### src/design/smwe_pkg.sv
// Shared types and constants for the stereo mesh energy accumulator.
package smwe_pkg;

  localparam int unsigned COORD_W = 16;           // Q12.4 coordinate
  localparam int unsigned EDGE_W  = COORD_W + 1;  // signed edge difference
  localparam int unsigned DISP_W  = COORD_W + 2;  // signed displacement difference
  localparam int unsigned NUM_EDGES = 4;
  localparam int unsigned CNT_W   = 2;            // edge index
  localparam int unsigned ERR_W   = 35;           // signed edge error, Q.18
  localparam int unsigned MAG_W   = ERR_W - 1;
  localparam int unsigned RND_W   = 19;           // rounded error magnitude, Q.4
  localparam int unsigned SQ_W    = 2 * RND_W;    // squared error, Q.8
  localparam int unsigned SSUM_W  = SQ_W + 2;     // sum of four squares
  localparam int unsigned TERM_W  = 40;           // one energy term, Q.8
  localparam int unsigned WPROD_W = SSUM_W + COORD_W;
  localparam int unsigned OUT_W   = 48;

  // One classified word handed from the front end to the back end.
  typedef struct packed {
    logic                                is_disp;
    logic                                last;
    logic [NUM_EDGES-1:0][EDGE_W-1:0]    n_edge;   // deformed edges, signed
    logic [NUM_EDGES-1:0][EDGE_W-1:0]    o_edge;   // original edges, signed
    logic [COORD_W-1:0]                  scale;
    logic [COORD_W-1:0]                  weight;
    logic [DISP_W-1:0]                   disp;     // disparity difference, signed
  } item_t;

  typedef enum logic [5:0] {
    ST_IDLE = 6'b000001,
    ST_MUL  = 6'b000010,
    ST_SQ   = 6'b000100,
    ST_WGT  = 6'b001000,
    ST_DISP = 6'b010000,
    ST_ACC  = 6'b100000
  } back_state_e;

endpackage

### src/design/smwe_if.sv


interface smwe_result_if;
  logic        valid;
  logic        ready;
  logic [47:0] total_energy;
  logic        saturated;

  modport source (output valid, total_energy, saturated, input ready);
  modport sink   (input valid, total_energy, saturated, output ready);
endinterface

### src/design/smwe_back.sv
// Back end: edge error sequencer, weighting, saturating accumulator, result register.
module smwe_back #(
  parameter int unsigned ACC_WIDTH = 48
) (
  input  logic               clk_i,
  input  logic               rst_ni,
  input  smwe_pkg::item_t    item_i,
  input  logic               item_valid_i,
  output logic               item_pop_o,
  smwe_result_if.source      result_o
);
  import smwe_pkg::*;

  localparam int unsigned SUM_W =
    ((ACC_WIDTH > OUT_W) ? ACC_WIDTH : OUT_W) + 1;
  localparam logic [SUM_W-1:0] ACC_MAX = SUM_W'({ACC_WIDTH{1'b1}});
  localparam logic [SUM_W-1:0] OUT_MAX = SUM_W'({OUT_W{1'b1}});

  back_state_e            state_q, state_d;
  item_t                  item_q;
  logic [CNT_W-1:0]       cnt_q;
  logic signed [ERR_W-1:0] err_q;
  logic [SSUM_W-1:0]      ssum_q;
  logic [TERM_W-1:0]      term_q;
  logic [ACC_WIDTH-1:0]   acc_q;
  logic                   ovf_q;
  logic                   out_valid_q;
  logic [OUT_W-1:0]       total_q;
  logic                   sat_q;

  logic signed [EDGE_W-1:0]   n_sel;
  logic signed [EDGE_W-1:0]   o_sel;
  logic signed [2*EDGE_W-1:0] os_prod;
  logic signed [ERR_W-1:0]    err_d;
  logic [MAG_W-1:0]           mag;
  logic [MAG_W:0]             mag_rnd;
  logic [RND_W-1:0]           rnd;
  logic [SQ_W-1:0]            sq;
  logic [WPROD_W-1:0]         wprod;
  logic signed [DISP_W-1:0]   disp_s;
  logic [2*DISP_W-1:0]        disp_sq;
  logic [SUM_W-1:0]           acc_sum;
  logic                       acc_ovf;
  logic [ACC_WIDTH-1:0]       acc_new;
  logic                       out_clip;
  logic                       out_free;
  logic                       acc_fire;

  // edge error for the selected edge, Q.18
  assign n_sel   = $signed(item_q.n_edge[cnt_q]);
  assign o_sel   = $signed(item_q.o_edge[cnt_q]);
  assign os_prod = o_sel * $signed({1'b0, item_q.scale});
  assign err_d   = (ERR_W'(n_sel) <<< 14) - ERR_W'(os_prod);

  // round magnitude half away from zero to Q.4, then square
  assign mag     = err_q[ERR_W-1] ? MAG_W'(-err_q) : MAG_W'(err_q);
  assign mag_rnd = {1'b0, mag} + (MAG_W+1)'(8192);
  assign rnd     = mag_rnd[14 +: RND_W];
  assign sq      = rnd * rnd;

  assign wprod   = ssum_q * item_q.weight;
  assign disp_s  = $signed(item_q.disp);
  // widen before the multiply so the full square survives
  assign disp_sq = $unsigned((2*DISP_W)'(disp_s) * (2*DISP_W)'(disp_s));

  // saturating accumulate and output clip
  assign acc_sum  = SUM_W'(acc_q) + SUM_W'(term_q);
  assign acc_ovf  = (acc_sum > ACC_MAX);
  assign acc_new  = acc_ovf ? {ACC_WIDTH{1'b1}} : acc_sum[ACC_WIDTH-1:0];
  assign out_clip = (SUM_W'(acc_new) > OUT_MAX);

  assign out_free   = !out_valid_q || result_o.ready;
  assign acc_fire   = (state_q == ST_ACC) && (!item_q.last || out_free);
  assign item_pop_o = (state_q == ST_IDLE) && item_valid_i;

  assign result_o.valid        = out_valid_q;
  assign result_o.total_energy = total_q;
  assign result_o.saturated    = sat_q;

  always_comb begin
    state_d = state_q;
    unique case (state_q)
      ST_IDLE: begin
        if (item_valid_i) begin
          state_d = item_i.is_disp ? ST_DISP : ST_MUL;
        end
      end
      ST_MUL:  state_d = ST_SQ;
      ST_SQ:   state_d = (cnt_q == CNT_W'(NUM_EDGES - 1)) ? ST_WGT : ST_MUL;
      ST_WGT:  state_d = ST_ACC;
      ST_DISP: state_d = ST_ACC;
      ST_ACC: begin
        if (acc_fire) begin
          state_d = ST_IDLE;
        end
      end
      default: state_d = ST_IDLE;
    endcase
  end

  always_ff @(posedge clk_i or negedge rst_ni) begin
    if (!rst_ni) begin
      state_q     <= ST_IDLE;
      acc_q       <= '0;
      ovf_q       <= 1'b0;
      out_valid_q <= 1'b0;
    end else begin
      state_q <= state_d;
      if (acc_fire && item_q.last) begin
        out_valid_q <= 1'b1;
      end else if (out_valid_q && result_o.ready) begin
        out_valid_q <= 1'b0;
      end
      if (acc_fire) begin
        if (item_q.last) begin
          acc_q <= '0;
          ovf_q <= 1'b0;
        end else begin
          acc_q <= acc_new;
          ovf_q <= ovf_q | acc_ovf;
        end
      end
    end
  end

  always_ff @(posedge clk_i) begin
    if (item_pop_o) begin
      item_q <= item_i;
      cnt_q  <= '0;
      ssum_q <= '0;
    end
    if (state_q == ST_MUL) begin
      err_q <= err_d;
    end
    if (state_q == ST_SQ) begin
      ssum_q <= ssum_q + SSUM_W'(sq);
      cnt_q  <= cnt_q + CNT_W'(1);
    end
    if (state_q == ST_WGT) begin
      term_q <= TERM_W'((wprod + WPROD_W'(32768)) >> 16);
    end
    if (state_q == ST_DISP) begin
      term_q <= TERM_W'(disp_sq);
    end
    if (acc_fire && item_q.last) begin
      total_q <= out_clip ? {OUT_W{1'b1}} : OUT_W'(acc_new);
      sat_q   <= ovf_q | acc_ovf | out_clip;
    end
  end

  a_last_edge_to_weight: assert property (@(posedge clk_i) disable iff (!rst_ni)
    (state_q == ST_SQ && cnt_q == CNT_W'(NUM_EDGES - 1)) |=> (state_q == ST_WGT))
    else $error("edge loop did not end after the fourth edge");

  a_last_clears_acc: assert property (@(posedge clk_i) disable iff (!rst_ni)
    (acc_fire && item_q.last) |=> (acc_q == '0 && !ovf_q && out_valid_q))
    else $error("final term did not post a result and clear the sum");

  a_no_pop_while_busy: assert property (@(posedge clk_i) disable iff (!rst_ni)
    (state_q != ST_IDLE) |-> !item_pop_o)
    else $error("queue popped while a term is in flight");

  a_hold_result: assert property (@(posedge clk_i) disable iff (!rst_ni)
    (state_q == ST_ACC && item_q.last && out_valid_q && !result_o.ready)
      |=> (state_q == ST_ACC))
    else $error("final term retired while the result register was full");

endmodule

### src/flat_wrapper.sv
// flat-port wrapper written by rule: the top's interface ports become plain ports
module smwe_back_flat import smwe_pkg::*;
#(
  parameter int unsigned ACC_WIDTH = 48
)
  (clk_i, rst_ni, item_i, item_valid_i, item_pop_o, result_o_valid, result_o_total_energy, result_o_saturated, result_o_ready);
  smwe_result_if result_o_i ();
  input  logic clk_i;
  input  logic rst_ni;
  input  smwe_pkg::item_t item_i;
  input  logic item_valid_i;
  output logic item_pop_o;
  output wire logic [$bits(result_o_i.valid)-1:0] result_o_valid;
  output wire logic [$bits(result_o_i.total_energy)-1:0] result_o_total_energy;
  output wire logic [$bits(result_o_i.saturated)-1:0] result_o_saturated;
  input wire logic [$bits(result_o_i.ready)-1:0] result_o_ready;
  assign result_o_valid = result_o_i.valid;
  assign result_o_total_energy = result_o_i.total_energy;
  assign result_o_saturated = result_o_i.saturated;
  assign result_o_i.ready = result_o_ready;
  smwe_back #(.ACC_WIDTH(ACC_WIDTH)) u_core (.clk_i(clk_i), .rst_ni(rst_ni), .item_i(item_i), .item_valid_i(item_valid_i), .item_pop_o(item_pop_o), .result_o(result_o_i));
endmodule
### config.mk
export PLATFORM = sky130hd
export DESIGN_NAME = smwe_back_flat
export DESIGN_NICKNAME = d
export VERILOG_FILES = /design/src/design/smwe_pkg.sv /design/src/design/smwe_if.sv /design/src/design/smwe_back.sv /design/src/flat_wrapper.sv
export SDC_FILE = /design/constraint.sdc
export NUM_CORES = 2
export LEC_CHECK = 0
export BUFFER_PORTS_ARGS = -buffer_cell sky130_fd_sc_hd__clkbuf_2
export CAP_MARGIN = 0
export CORE_ASPECT_RATIO = 0.6
export CORE_MARGIN = 3
export CORE_UTILIZATION = 55
export CTS_CLUSTER_DIAMETER = 50
export DETAILED_ROUTE_END_ITERATION = 12
export PLACE_DENSITY = 0.74
export SKIP_CTS_REPAIR_TIMING = 1
export SYNTH_ARGS = -nofsm -noshare
export SYNTH_HDL_FRONTEND = slang
export SYNTH_SLANG_ARGS = --single-unit
### constraint.sdc
create_clock -name clk_i -period 12.2 [get_ports clk_i]
set_input_delay 1.22 -clock clk_i [delete_from_list [all_inputs] [get_ports clk_i]]
set_output_delay 1.22 -clock clk_i [all_outputs]
set_load 0.02 [all_outputs]
==> PnR_summary.wiki <==
{| class="wikitable"
! Metric !! Value
|-
| Synth unique cells || 107
|-
| Beginning of the worst register-to-register path || u_core.err_q[0]
|-
| Count of boundary I/O pins || 243
|-
| Final-stage net count || 9314
|-
| Number of pins with negative max-slew slack in the final report || 0
|-
| CP startpoint kind || register
|-
| Cell Area, Synth || 70500 um2
|-
| Setup TNS || 0 ns
|-
| Final Hold Fails || 0
|-
| Register-to-register path setup slack || 1.14 ns
|-
| Clock sinks || 408
|-
| Beginning of the worst hold path || u_core.ovf_q
|-
| Number of buffer and inverter stages on the critical path || 5
|-
| Number of inserted diodes || 0
|-
| CTS H-Tree Depth || 2
|-
| Fraction of synthesized cell area taken by the top area cell type || 0.400
|-
| Cell taking the most area after synthesis || fa_1
|-
| Floorplan Core Area || 127000 um2
|-
| Class of the worst hold path || register to register
|-
| Number of buffers created by CTS || 50
|-
| Layout area overhead || 6.63%
|-
| Fin util || 0.593
|-
| Top cell family by delay on the critical path || adder cells
|-
| Post-synthesis area per instance || 9.93 um2
|-
| Met2 layer wire length in the routed design || 77500 um
|-
| Count of buffers inserted at the top-level ports || 242
|-
| Min Clock Period, post-route || 11.06 ns
|-
| DR vias/cell || 5.62
|-
| Clock Tree Root || clkbuf_16
|-
| Global Route Usage Sum || 0.283
|-
| Setup repair after global routing missed its margin || false
|-
| Pin count of the biggest net entering global routing || 146
|-
| Residual antenna-violating net count after detailed routing || 0
|-
| Clock Path Buffers || 3
|-
| Placer congestion estimate || 0.955
|-
| Most repeated cell in the gate-level netlist after synthesis || inv_1
|-
| Outcome || complete, no violations
|-
| List of most frequent post-synthesis cells || 1624 x inv_1, 1406 x fa_1, 893 x nand2_1
|-
| Worst-Skew Late Latency || 0.66 ns
|-
| Die area || 133000 um2
|-
| Total congestion overflow || 0
|-
| First-pass GRT wire length || 295000 um
|-
| Critical Path Slowest Stage Cell || fa_1
|-
| Final Routed Wirelength || 184000 um
|-
| Period Utilization, post-route || 0.906
|-
| Number of synthesized flops with an enable pin || 348
|-
| Number of synthesis warnings || 0
|-
| Number of detailed-routing iterations run before antenna repair || 6
|-
| Sequential area share after synthesis || 0.169
|-
| Die boundary height || 283 um
|-
| Max Freq || 0.0904 GHz
|-
| Die boundary width || 468 um
|-
| Cell repeated most along the worst path || fa_1
|-
| Startpoint of the most critical setup path || u_core.err_q[0]
|-
| Flip-flop and latch count after synthesis || 408
|-
| Detailed placement HPWL || 147000 um
|-
| Worst endpoint data arrival time || 11.47 ns
|-
| Max-Slew Margin vs Limit || 0.233
|-
| Cell types occupying the most area after synthesis || fa_1 40%, edfxtp_1 15%, ha_1 9.5%
|-
| Final setup viols || 0
|-
| Clock-pin slew on the worst setup and hold paths || 0.07 ns
|-
| Instance count of the mapped netlist || 7096
|-
| Share of synthesized registers carrying an async set or reset || 0.137
|-
| Total number of vias || 50119
|-
| Max-Cap Viols || 0
|-
| Data required time at the worst endpoint || 12.61 ns
|-
| Iteration-0 DRC Markers || 4398
|-
| Transition time at the pin with the least slew margin || 1.15 ns
|-
| Worst Setup Path Type || register to register
|-
| Maximum fanout along the worst path || 13
|-
| Largest stage delay on the critical path || 0.60 ns
|-
| Routed metal-1 wire length || 80700 um
|-
| Met3 routed WL || 21900 um
|-
| Flip-flop cell with the highest count after synthesis || edfxtp_1
|-
| Initial core utilization || 0.556
|-
| Vias in the first global route || 53128
|-
| Synthesized netlist net count || 9227
|-
| Count of standard-cell rows || 101
|-
| Layout Skew || 0.0349 ns
|-
| Uppermost metal layer occupied by signal nets || met4
|-
| Fraction of final layout cells with drive strength greater than 1 || 0.0714
|-
| Final routed wire length divided by cell count || 20.6 um
|-
| DR DRC count || 0
|-
| Kind of end point of the critical path || register
|-
| Clock tree from TritonCTS || yes
|-
| Initial antenna violation count || 4
|}
==> metal layers <==
metal	up-vias	GRT usage
met3	274	0.0806
met4	0	0.0577
met2	2574	0.407
met5	-	0
met1	25303	0.431
li1	21968	-
==> sequential cells by signal, summed over array words and instances, names as in the netlist, 6 cells and up <==
register and flops:
u_core.err_q 34, u_core.item_q 169, u_core.acc_q 48, u_core.disp_s 18
u_core.state_q 6, u_core.ssum_q 40, u_core.result_o.total_energy 48, u_core.term_q 40
==> layout make-up <==
| class | instances | area [um2] |
|---|---|---|
| clock inverter | 35 | 528 |
| clock buffer | 57 | 1330 |
| inverter | 1631 | 6120 |
| tap | 1699 | 2130 |
| timing repair buffer | 302 | 1670 |
| sequential | 408 | 11900 |
| fill | 10536 | 51600 |
| multi-input combinational | 4790 | 51400 |
==> worst reg2reg max path: cells and delay by family (launching register included) <==
kind                       cells  cell delay, ns
AOI/OAI and AO/OA             13            3.23
xor gates and xnor gates       2            0.21
adders and majority gates      9            4.14
buffers and inverters          5            0.86
DFF                            1            0.41
and+or+nand+nor                8            1.96
==> final timing paths <==
check                      depth (start not counted)           endpoint
min reg2reg                                        2       u_core.ovf_q
max reg2reg                                       37  u_core.ssum_q[38]
max in group asynchronous                          2   u_core.acc_q[46]
min in group asynchronous                          2   u_core.acc_q[26]
max                                               37  u_core.ssum_q[38]
min                                                2       u_core.ovf_q
==> cells in the final DEF (no fill, tap or decap), drive strengths merged, types with 8 or more instances in the layout <==
master	count
nor4	9
o211ai	14
o21a	27
nor3	37
a211oi	36
clkinv	16
and2	450
xor2	96
nor2	264
inv	1639
a21o	100
nor2b	22
a22o	43
nand2	894
o21bai	24
o22ai	8
nand3	51
mux2i	10
mux4	34
a21oi	199
dfrtp	55
nand4	28
and3	24
o21ai	140
ha	533
or3	16
clkbuf	299
nand2b	35
fa	1406
a31oi	20
or2	12
edfxtp	348
xnor2	120
buf	60
o31ai	14
==> kinds of logic (layout without fill, tap and decap cells) <==
logic type,after synthesis,count (layout),share of synthesized area
buffers and inverters,1898,2025,0.102
adder cells (fa/ha/maj),1939,1939,0.494
AND/OR/NAND/NOR,1876,1876,0.126
flip-flops,408,408,0.169
AO/OA/AOI/OAI,712,712,0.0677
multiplexers,47,47,0.0128
XOR/XNOR,216,216,0.0277
==> stage by stage <==
| step | hold WS, ns | instance area, um2 | cells | worst slack [ns] |
|---|---|---|---|---|
| detailed placement | 0.486 | 73300 | 8830 | 1.24 |
| global route | 0.529 | 75100 | 8922 | 0.591 |
| floorplan | 0.454 | 70500 | 7096 | 2.84 |
| global placement | 0.484 | 73300 | 8830 | 1.34 |
| finish | 0.504 | 75100 | 8922 | 1.14 |
| CTS | 0.503 | 75100 | 8922 | 1.18 |
Power is not shown: default switching activity piles up to over one toggle a cycle in this logic, so the estimate is an artifact.
