--- config.mk ---
export PLATFORM = sky130hd
export DESIGN_NAME = smwe_front_flat
export DESIGN_NICKNAME = d
export VERILOG_FILES = /design/src/design/smwe_pkg.sv /design/src/design/smwe_if.sv /design/src/design/smwe_front.sv /design/src/flat_wrapper.sv
export SDC_FILE = /design/constraint.sdc
export NUM_CORES = 1
export LEC_CHECK = 0
export ABC_AREA = 1
export BUFFER_PORTS_ARGS = -buffer_cell sky130_fd_sc_hd__buf_4
export CAP_MARGIN = 10
export CORE_MARGIN = 3
export CORE_UTILIZATION = 59
export CTS_CLUSTER_SIZE = 10
export DETAILED_ROUTE_END_ITERATION = 8
export PLACE_DENSITY_LB_ADDON = 0.12
export REMOVE_ABC_BUFFERS = 1
export SYNTH_ARGS = -nofsm -noshare
export SYNTH_HDL_FRONTEND = slang
export SYNTH_SLANG_ARGS = --single-unit
--- constraint.sdc ---
create_clock -name clk_i -period 10.28 [get_ports clk_i]
set_clock_uncertainty 0.05 [all_clocks]
set_input_delay 1.542 -clock clk_i [delete_from_list [all_inputs] [get_ports clk_i]]
set_output_delay 1.542 -clock clk_i [all_outputs]
set_load 0.01 [all_outputs]
--- src/design/smwe_pkg.sv ---
// Shared types and constants for the stereo mesh energy accumulator.
package smwe_pkg;

  localparam int unsigned COORD_W = 16;           // Q12.4 coordinate
  localparam int unsigned EDGE_W  = COORD_W + 1;  // signed edge difference
  localparam int unsigned DISP_W  = COORD_W + 2;  // signed displacement difference
  localparam int unsigned NUM_EDGES = 4;
  localparam int unsigned CNT_W   = 2;            // edge index
  localparam int unsigned ERR_W   = 35;           // signed edge error, Q.18
  localparam int unsigned MAG_W   = ERR_W - 1;
  localparam int unsigned RND_W   = 19;           // rounded error magnitude, Q.4
  localparam int unsigned SQ_W    = 2 * RND_W;    // squared error, Q.8
  localparam int unsigned SSUM_W  = SQ_W + 2;     // sum of four squares
  localparam int unsigned TERM_W  = 40;           // one energy term, Q.8
  localparam int unsigned WPROD_W = SSUM_W + COORD_W;
  localparam int unsigned OUT_W   = 48;

  // One classified word handed from the front end to the back end.
  typedef struct packed {
    logic                                is_disp;
    logic                                last;
    logic [NUM_EDGES-1:0][EDGE_W-1:0]    n_edge;   // deformed edges, signed
    logic [NUM_EDGES-1:0][EDGE_W-1:0]    o_edge;   // original edges, signed
    logic [COORD_W-1:0]                  scale;
    logic [COORD_W-1:0]                  weight;
    logic [DISP_W-1:0]                   disp;     // disparity difference, signed
  } item_t;

  typedef enum logic [5:0] {
    ST_IDLE = 6'b000001,
    ST_MUL  = 6'b000010,
    ST_SQ   = 6'b000100,
    ST_WGT  = 6'b001000,
    ST_DISP = 6'b010000,
    ST_ACC  = 6'b100000
  } back_state_e;

endpackage

--- src/design/smwe_if.sv ---
// Handshake interfaces for the term input and the energy result output.
interface smwe_term_if;
  logic        valid;
  logic        ready;
  logic        action;
  logic [15:0] old_v1;
  logic [15:0] old_v2;
  logic [15:0] old_v3;
  logic [15:0] old_v4;
  logic [15:0] new_v1;
  logic [15:0] new_v2;
  logic [15:0] new_v3;
  logic [15:0] new_v4;
  logic [15:0] scale_factor;
  logic [15:0] saliency_weight;
  logic        last;

  modport source (
    output valid, action, old_v1, old_v2, old_v3, old_v4,
           new_v1, new_v2, new_v3, new_v4, scale_factor, saliency_weight, last,
    input  ready
  );
  modport sink (
    input  valid, action, old_v1, old_v2, old_v3, old_v4,
           new_v1, new_v2, new_v3, new_v4, scale_factor, saliency_weight, last,
    output ready
  );
endinterface


--- src/design/smwe_front.sv ---
// Front end: takes term words, forms edge and disparity differences, queues them.
module smwe_front (
  input  logic               clk_i,
  input  logic               rst_ni,
  smwe_term_if.sink          term_i,
  output smwe_pkg::item_t    item_o,
  output logic               item_valid_o,
  input  logic               item_pop_i
);
  import smwe_pkg::*;

  localparam int unsigned DEPTH = 2;

  item_t       item_in;
  item_t       mem_q [DEPTH];
  logic        wr_ptr_q, wr_ptr_d;
  logic        rd_ptr_q, rd_ptr_d;
  logic [1:0]  count_q, count_d;
  logic        push;
  logic        pop;

  function automatic logic [EDGE_W-1:0] edge_diff(logic [COORD_W-1:0] a,
                                                  logic [COORD_W-1:0] b);
    return {1'b0, a} - {1'b0, b};
  endfunction

  // Edge cycle v1-v2, v2-v4, v4-v3, v3-v1
  always_comb begin
    item_in.is_disp   = term_i.action;
    item_in.last      = term_i.last;
    item_in.n_edge[0] = edge_diff(term_i.new_v1, term_i.new_v2);
    item_in.n_edge[1] = edge_diff(term_i.new_v2, term_i.new_v4);
    item_in.n_edge[2] = edge_diff(term_i.new_v4, term_i.new_v3);
    item_in.n_edge[3] = edge_diff(term_i.new_v3, term_i.new_v1);
    item_in.o_edge[0] = edge_diff(term_i.old_v1, term_i.old_v2);
    item_in.o_edge[1] = edge_diff(term_i.old_v2, term_i.old_v4);
    item_in.o_edge[2] = edge_diff(term_i.old_v4, term_i.old_v3);
    item_in.o_edge[3] = edge_diff(term_i.old_v3, term_i.old_v1);
    item_in.scale     = term_i.scale_factor;
    item_in.weight    = term_i.saliency_weight;
    // (old_l - new_l) - (old_r - new_r)
    item_in.disp      = ({2'b00, term_i.old_v1} - {2'b00, term_i.new_v1})
                      - ({2'b00, term_i.old_v2} - {2'b00, term_i.new_v2});
  end

  assign term_i.ready = (count_q != 2'(DEPTH));
  assign push         = term_i.valid && term_i.ready;
  assign item_valid_o = (count_q != 2'd0);
  assign pop          = item_pop_i && item_valid_o;
  assign item_o       = mem_q[rd_ptr_q];

  always_comb begin
    wr_ptr_d = push ? ~wr_ptr_q : wr_ptr_q;
    rd_ptr_d = pop  ? ~rd_ptr_q : rd_ptr_q;
    count_d  = count_q + 2'(push) - 2'(pop);
  end

  always_ff @(posedge clk_i or negedge rst_ni) begin
    if (!rst_ni) begin
      wr_ptr_q <= 1'b0;
      rd_ptr_q <= 1'b0;
      count_q  <= 2'd0;
    end else begin
      wr_ptr_q <= wr_ptr_d;
      rd_ptr_q <= rd_ptr_d;
      count_q  <= count_d;
    end
  end

  always_ff @(posedge clk_i) begin
    if (push) begin
      mem_q[wr_ptr_q] <= item_in;
    end
  end

endmodule

--- src/flat_wrapper.sv ---
// flat-port wrapper written by rule: the top's interface ports become plain ports
module smwe_front_flat import smwe_pkg::*;
  (clk_i, rst_ni, item_o, item_valid_o, item_pop_i, term_i_valid, term_i_action, term_i_old_v1, term_i_old_v2, term_i_old_v3, term_i_old_v4, term_i_new_v1, term_i_new_v2, term_i_new_v3, term_i_new_v4, term_i_scale_factor, term_i_saliency_weight, term_i_last, term_i_ready);
  smwe_term_if term_i_i ();
  input  logic clk_i;
  input  logic rst_ni;
  output smwe_pkg::item_t item_o;
  output logic item_valid_o;
  input  logic item_pop_i;
  input wire logic [$bits(term_i_i.valid)-1:0] term_i_valid;
  input wire logic [$bits(term_i_i.action)-1:0] term_i_action;
  input wire logic [$bits(term_i_i.old_v1)-1:0] term_i_old_v1;
  input wire logic [$bits(term_i_i.old_v2)-1:0] term_i_old_v2;
  input wire logic [$bits(term_i_i.old_v3)-1:0] term_i_old_v3;
  input wire logic [$bits(term_i_i.old_v4)-1:0] term_i_old_v4;
  input wire logic [$bits(term_i_i.new_v1)-1:0] term_i_new_v1;
  input wire logic [$bits(term_i_i.new_v2)-1:0] term_i_new_v2;
  input wire logic [$bits(term_i_i.new_v3)-1:0] term_i_new_v3;
  input wire logic [$bits(term_i_i.new_v4)-1:0] term_i_new_v4;
  input wire logic [$bits(term_i_i.scale_factor)-1:0] term_i_scale_factor;
  input wire logic [$bits(term_i_i.saliency_weight)-1:0] term_i_saliency_weight;
  input wire logic [$bits(term_i_i.last)-1:0] term_i_last;
  output wire logic [$bits(term_i_i.ready)-1:0] term_i_ready;
  assign term_i_i.valid = term_i_valid;
  assign term_i_i.action = term_i_action;
  assign term_i_i.old_v1 = term_i_old_v1;
  assign term_i_i.old_v2 = term_i_old_v2;
  assign term_i_i.old_v3 = term_i_old_v3;
  assign term_i_i.old_v4 = term_i_old_v4;
  assign term_i_i.new_v1 = term_i_new_v1;
  assign term_i_i.new_v2 = term_i_new_v2;
  assign term_i_i.new_v3 = term_i_new_v3;
  assign term_i_i.new_v4 = term_i_new_v4;
  assign term_i_i.scale_factor = term_i_scale_factor;
  assign term_i_i.saliency_weight = term_i_saliency_weight;
  assign term_i_i.last = term_i_last;
  assign term_i_ready = term_i_i.ready;
  smwe_front u_core (.clk_i(clk_i), .rst_ni(rst_ni), .term_i(term_i_i), .item_o(item_o), .item_valid_o(item_valid_o), .item_pop_i(item_pop_i));
endmodule
==> run summary, run 1 <==
Arrival time worst endpoint = 3.39 ns
Pins Over Slew Limit = 0
Int Power = 4.12 mW
Gr usage total = 33.2%
Critical path type = reg2out
# hold bufs at CTS = 0
Vias per inst = 5.53
Worst setup EP type = output port
Largest net degree at the start of global routing = 125
Multi-input gate area = 0.0113 mm2
Slew margin rel. = 35.2%
RD Place Congestion = 0.964
Startpoint types = register
Status = complete, no violations
Die Height = 208 um
Die width = 208 um
LEAKAGE = 14.1 nW
Comb power frac = 42.3%
Clock Latency Late Sink = 0.60 ns
Top cell type by total area after synthesis = edfxtp_1
Post-DP HPWL = 56800 um
Clk sinks = 380
Top cell type's share of synthesized area = 46.7%
Max H-tree Level = 2
CP max stage cell = inv_6
Max_cap viols = 0
Root Driver = clkbuf_16
Mapped Cells = 2905
Initial Util = 60.3%
Commonest cells in the netlist = nand2_1 (1127), edfxtp_1 (376), inv_1 (355)
Residual DRC = 0
Global-route wire length before repair = 113000 um
Routed len/inst = 19.1 um
Seq cells post-synth = 380
Clock buffer depth = 3
I/O Pins = 356
GRT overflow = 0
Initial antenna violation count = 8
Vias = 21148
Worst slew pin tran = 0.972 ns
Pwr/cell area = 231 mW/mm2
Fin crit share = 48.4%
Clock power frac = 22.0%
Nets = 3631
TritonCTS clock tree = done
Maximum vdd drop = 0.250 mV
Drt first pass iters = 5
Pwr Total = 6.65 mW
Die area = 0.0435 mm2
HP Class = reg2reg
Setup TNS = 0 ns
Detailed Route Iter0 Violations = 1769
CP required = 8.69 ns
Crit path max fanout = 124
EDFF count, synth = 376
Flop pwr share = 35.8%
Synth warnings = 0
Post-Syn Area = 0.0242 mm2
Core area = 0.0401 mm2
Sw Ratio = 38.0%
Post-synthesis sequential area ratio = 47.1%
Synth Area per Inst = 8.33 um2
Top cell family by delay on the critical path = buffers and inverters
Post-synth top flop = edfxtp_1
Cts bufs inserted = 45
Top cells by area, synth = edfxtp_1 (47%), nand2_1 (17%), ha_1 (9.3%)
Vias in the first global route = 20608
DP Worst Slack = 5.79 ns
RSZ-0062 raised after global routing = false
Max Freq = 201 MHz
Drt total wl = 73000 um
Cells after DPL = 3753
Crit-path cells = inv_6, buf_4, nand2_1, nand2_1, buf_4
Clock slew at reported path FFs = 0.05 ns
Layout cells sized above 1 = 15.7%
Top-count cell post-synth = nand2_1
Ys async rst share = 1.05%
Final core occ = 71.6%
I/O Buffers = 355
Number of library cell types mapped by synthesis = 33
Min cycle time layout = 4.98 ns
Post-synthesis to final-layout area growth = 18.7%
CTS-repair resized insts = 0
Final Hold Fails = 0
Rows = 73
Post-route ant nets = 0
Register area = 0.0114 mm2
Worst path buffer plus inverter count = 3
Setup violations, final = 0
Slowest stage delay, CP = 0.77 ns
P_sw = 2.53 mW
Non-Filler Instances = 3823
Filler cells = 3017
Fin worst setup slack = 5.30 ns
Post-CTS Setup Inserts = 0
==> worst reg2reg max path: stages (launching register included) <==
cell     delay (ns)
dfrtp_1        0.41
nand2_1        0.13
nand2_1        0.16
nor2_4         0.70
buf_4          0.61
buf_4          0.81
==> layout make-up <==
cell class                      count  share of cell area, %
Sequential cell                   380                   39.7
Antenna cell                        3                 0.0261
Clock inverter                      9                  0.545
Timing Repair Buffer              364                   9.52
Multi-Input combinational cell   2128                   39.2
Clock buffer                       58                   4.09
Inverter                          356                   4.67
Tap cell                          525                   2.29
==> state kept, by name, summed over array words and instances, names as in the netlist <==
signal / cells
u_core.wr_ptr_q: 1
u_core.mem_q: 376
u_core.rd_ptr_q: 1
u_core.count_q: 2
==> layout by cell type (no fill, tap or decap), types with 13 or more instances in the layout <==
| cell type | synthesis | final |
|---|---|---|
| xor2_1 | 51 | 51 |
| nand4_1 | 27 | 27 |
| o21ai_2 | 14 | 14 |
| edfxtp_1 | 376 | 376 |
| and2_1 | 27 | 27 |
| nor3_1 | 27 | 27 |
| inv_1 | 355 | 355 |
| nand3_1 | 114 | 114 |
| ha_1 | 179 | 179 |
| clkbuf_1 | 14 | 13 |
| o21ai_0 | 72 | 72 |
| nand2_2 | 49 | 49 |
| buf_4 | 12 | 364 |
| nand2_1 | 1127 | 1127 |
| a21oi_1 | 144 | 144 |
| nor2_1 | 177 | 175 |
| a21oi_2 | 26 | 26 |
| clkbuf_16 | 0 | 45 |
| xnor2_1 | 22 | 22 |
==> layer usage <==
layer,global-route usage [%],share of wire [%],up-vias
met2,54.3,47,922
li1,-,-,10256
met4,14.0,4.9,10
met1,43.3,40,9757
met5,0,0.10,-
met3,6.56,8.5,203
==> power by group through the flow <==
stage	Clock (mW)	Combinational, mW	Sequential [mW]
final	1.46	2.81	2.38
after global routing	1.55	3.07	2.41
after CTS	1.48	2.81	2.38
after detailed placement	0	2.77	2.40
after global placement	0	2.72	2.38
after floorplan	0	1.54	2.51
==> final timing paths <==
kind / to / slack, ns / start / cells past startpoint
setup / recovery: item_o[126] / 5.30 / u_core.rd_ptr_q$_DFFE_PN0P_ / 5
hold / removal: u_core.wr_ptr_q$_DFFE_PN0P_ / 0.57 / u_core.wr_ptr_q$_DFFE_PN0P_ / 2
setup reg to reg: u_core.mem_q[1][7]$_DFFE_PP_ / 6.92 / u_core.count_q[1]$_DFF_PN0_ / 5
hold reg to reg: u_core.wr_ptr_q$_DFFE_PN0P_ / 0.57 / u_core.wr_ptr_q$_DFFE_PN0P_ / 2
max in group asynchronous: u_core.rd_ptr_q$_DFFE_PN0P_ / 9.39 / rst_ni / 1
min in group asynchronous: u_core.count_q[1]$_DFF_PN0_ / 0.68 / rst_ni / 1
==> through the flow <==
stage | hold WS [ns] | instance area, um2
after floorplan | 0.437 | 24000
after global placement | 0.520 | 27400
after detailed placement | 0.539 | 27400
after CTS | 0.562 | 28700
after global routing | 0.607 | 28700
final | 0.573 | 28700
==> cells by family after synthesis <==
group	count (synthesis)	share of synthesized area, %
adder cells (fa/ha/maj)	190	10.2
AO/OA/AOI/OAI	298	7.15
XOR/XNOR	73	2.64
buffers and inverters	397	6.43
AND/OR/NAND/NOR	1567	26.5
flip-flops	380	47.1
No activity file was read; power rests on OpenSTA's default activity.
==> inputs of run 2 (changes only) <==
clock period = 5 ns   (was 10.28 ns; I/O delays follow)
==> run 2 against run 1 <==
Combinational power up 110%. Sequential cell count unchanged. Setup slack worse by 3.6 ns. Via count up 0.69%. Largest cell class unchanged. Critical path type unchanged.
==> run summary, run 2 (synthesis gave the netlist of run 1 again) <==
LEAKAGE = 14.1 nW (about the same)
Crit path max fanout = 109 (-12%)
Reg2reg end = u_core.mem_q[1][61]$_DFFE_PP_
Min cycle time layout = 3.32 ns
HP Class = in2reg
Fin worst setup slack = 1.68 ns (-3.62 ns)
Pwr/cell area = 478 mW/mm2 (+110%)
Slew margin rel. = 30.2% (-4.9 points)
Multi-input gate area = 0.0113 mm2 (unchanged)
Pins Over Slew Limit = 0 (unchanged)
R2R depth = 4 (-1)
Non-Filler Instances = 3827 (+0.10%)
Post-DP HPWL = 55800 um (-1.8%)
Critical path type = reg2out
Reg with most FFs = u_core.mem_q
Clk sinks = 380 (unchanged)
Die area = 0.0435 mm2 (unchanged)
Fin crit share = 66.4%
Detailed Route Iter0 Violations = 1843 (+4.2%)
Initial antenna violation count = 8 (unchanged)
Residual DRC = 0 (unchanged)
Post-CTS Setup Inserts = 0 (unchanged)
Die width = 208 um (unchanged)
Cells after DPL = 3751 (-0.053%)
Arrival time worst endpoint = 2.52 ns (-0.87 ns)
Vias per inst = 5.56 (+0.59%)
Root Driver = clkbuf_16
Vias in the first global route = 20553 (-0.27%)
Core area = 0.0401 mm2 (unchanged)
Critical Path Sink = item_o[1]
Drt first pass iters = 5 (unchanged)
I/O Pins = 356 (unchanged)
Post-route ant nets = 0 (unchanged)
Layout cells sized above 1 = 15.5% (-0.14 points)
Clock Latency Late Sink = 0.60 ns (about the same)
GRT overflow = 0 (unchanged)
Drt total wl = 73900 um (+1.2%)
Top Registers = u_core.mem_q x376, u_core.count_q x2
Nets = 3630 (-0.028%)
# hold bufs at CTS = 1 (+1)
Max H-tree Level = 2 (unchanged)
Global-route wire length before repair = 113000 um (+0.20%)
Vias = 21294 (+0.69%)
Startpoint types = register
Worst slew pin tran = 1.05 ns (+0.0741 ns)
Post-synthesis to final-layout area growth = 19.0%
Setup violations, final = 0 (unchanged)
TritonCTS clock tree = done
Min Hold Slack = 0.280 ns (-0.293 ns)
Maximum vdd drop = 0.757 mV (+200%)
Max Freq = 301 MHz
CTS-repair resized insts = 0 (unchanged)
Max reg flops = 376 (unchanged)
DP Worst Slack = 1.35 ns (-4.43 ns)
Final Hold Fails = 0 (unchanged)
Worst setup EP type = output port
Die Height = 208 um (unchanged)
Commonest cells after routing, fill and taps aside = nand2_1 (1127), edfxtp_1 (376), buf_4 (356)
Status = complete, no violations
Filler cells = 2996 (-0.70%)
R2R Setup Slk = 2.62 ns (-4.30 ns)
Rows = 73 (unchanged)
Initial Util = 60.3% (unchanged)
CP required = 4.20 ns (-4.49 ns)
Clock buffer depth = 3 (unchanged)
Register area = 0.0114 mm2 (unchanged)
Largest net degree at the start of global routing = 189 (+51%)
I/O Buffers = 355 (unchanged)
Max_cap viols = 0 (unchanged)
Clock slew at reported path FFs = 0.06 ns (about the same)
R2r startpoint = u_core.count_q[1]$_DFF_PN0_
RD Place Congestion = 0.980 (+1.6%)
Cts bufs inserted = 45 (unchanged)
Final core occ = 71.8% (+0.15 points)
RSZ-0062 raised after global routing = false
Leading cell type in the layout, fill and taps excluded = nand2_1
Gr usage total = 33.2% (+0.036 points)
Worst Setup SP = u_core.rd_ptr_q$_DFFE_PN0P_
Routed len/inst = 19.3 um (+1.1%)
-- run 2: changes by cell type in the layout (fill, tap and decap cells not counted) --
cell,previous run,this run
clkinv_2,1,0
buf_12,0,6
bufinv_16,2,1
dlygate4sd3_1,0,1
clkinv_1,3,4
buf_4,364,356
diode_2,3,4
clkbuf_1,13,18
-- run 2: stage by stage --
step                setup TNS (ns)  cell area [um2]  power, mW
global placement                 0            27400       10.6
CTS                              0            28800       13.8
global route                     0            28800       14.5
floorplan                 -1964.93            24000       8.33
finish                           0            28800       13.7
detailed placement               0            27400       10.7
-- run 2: final cells by class --
class	count	area share (%)
tap	525	2.28
clock buffer	63	4.15
sequential	380	39.6
inverter	356	4.66
timing repair buffer	363	9.74
multi-input combinational	2128	39.1
clock inverter	8	0.435
antenna	4	0.0348
-- run 2: power breakdown --
part	switching [mW]	internal, mW	total [mW]
combinational	3.78	2.16	5.94
sequential	0.208	4.60	4.81
clock	1.29	1.72	3.00
-- run 2: worst max-delay path, stage by stage (launching register included) --
cell and delay [ns]:
dfrtp_4 0.51, inv_6 0.61, buf_4 0.40, nand2_1 0.09
nand2_1 0.10, buf_4 0.13
-- run 2: routing by layer --
| metal | part of all wire (%) | vias to the layer above | track usage (%) |
|---|---|---|---|
| met5 | 0.078 | - | 0 |
| met4 | 4.6 | 8 | 13.1 |
| met3 | 7.9 | 205 | 6.29 |
| met2 | 47 | 930 | 54.7 |
| met1 | 41 | 9894 | 43.6 |
| li1 | - | 10257 | - |
-- run 2: how the worst min path moves through the flow --
stage,start,endpoint,slack (ns),depth (start not counted)
4_1_cts,term_i_saliency_weight[7],u_core.mem_q[0][25]$_DFFE_PP_,0.25,1
2_1_floorplan,rst_ni,u_core.count_q[0]$_DFF_PN0_,0.40,0
6_report,term_i_saliency_weight[4],u_core.mem_q[0][22]$_DFFE_PP_,0.28,1
3_5_place_dp,rst_ni,u_core.count_q[1]$_DFF_PN0_,0.50,1
3_3_place_gp,rst_ni,u_core.count_q[1]$_DFF_PN0_,0.50,1
5_1_grt,term_i_scale_factor[13],u_core.mem_q[1][47]$_DFFE_PP_,0.26,1
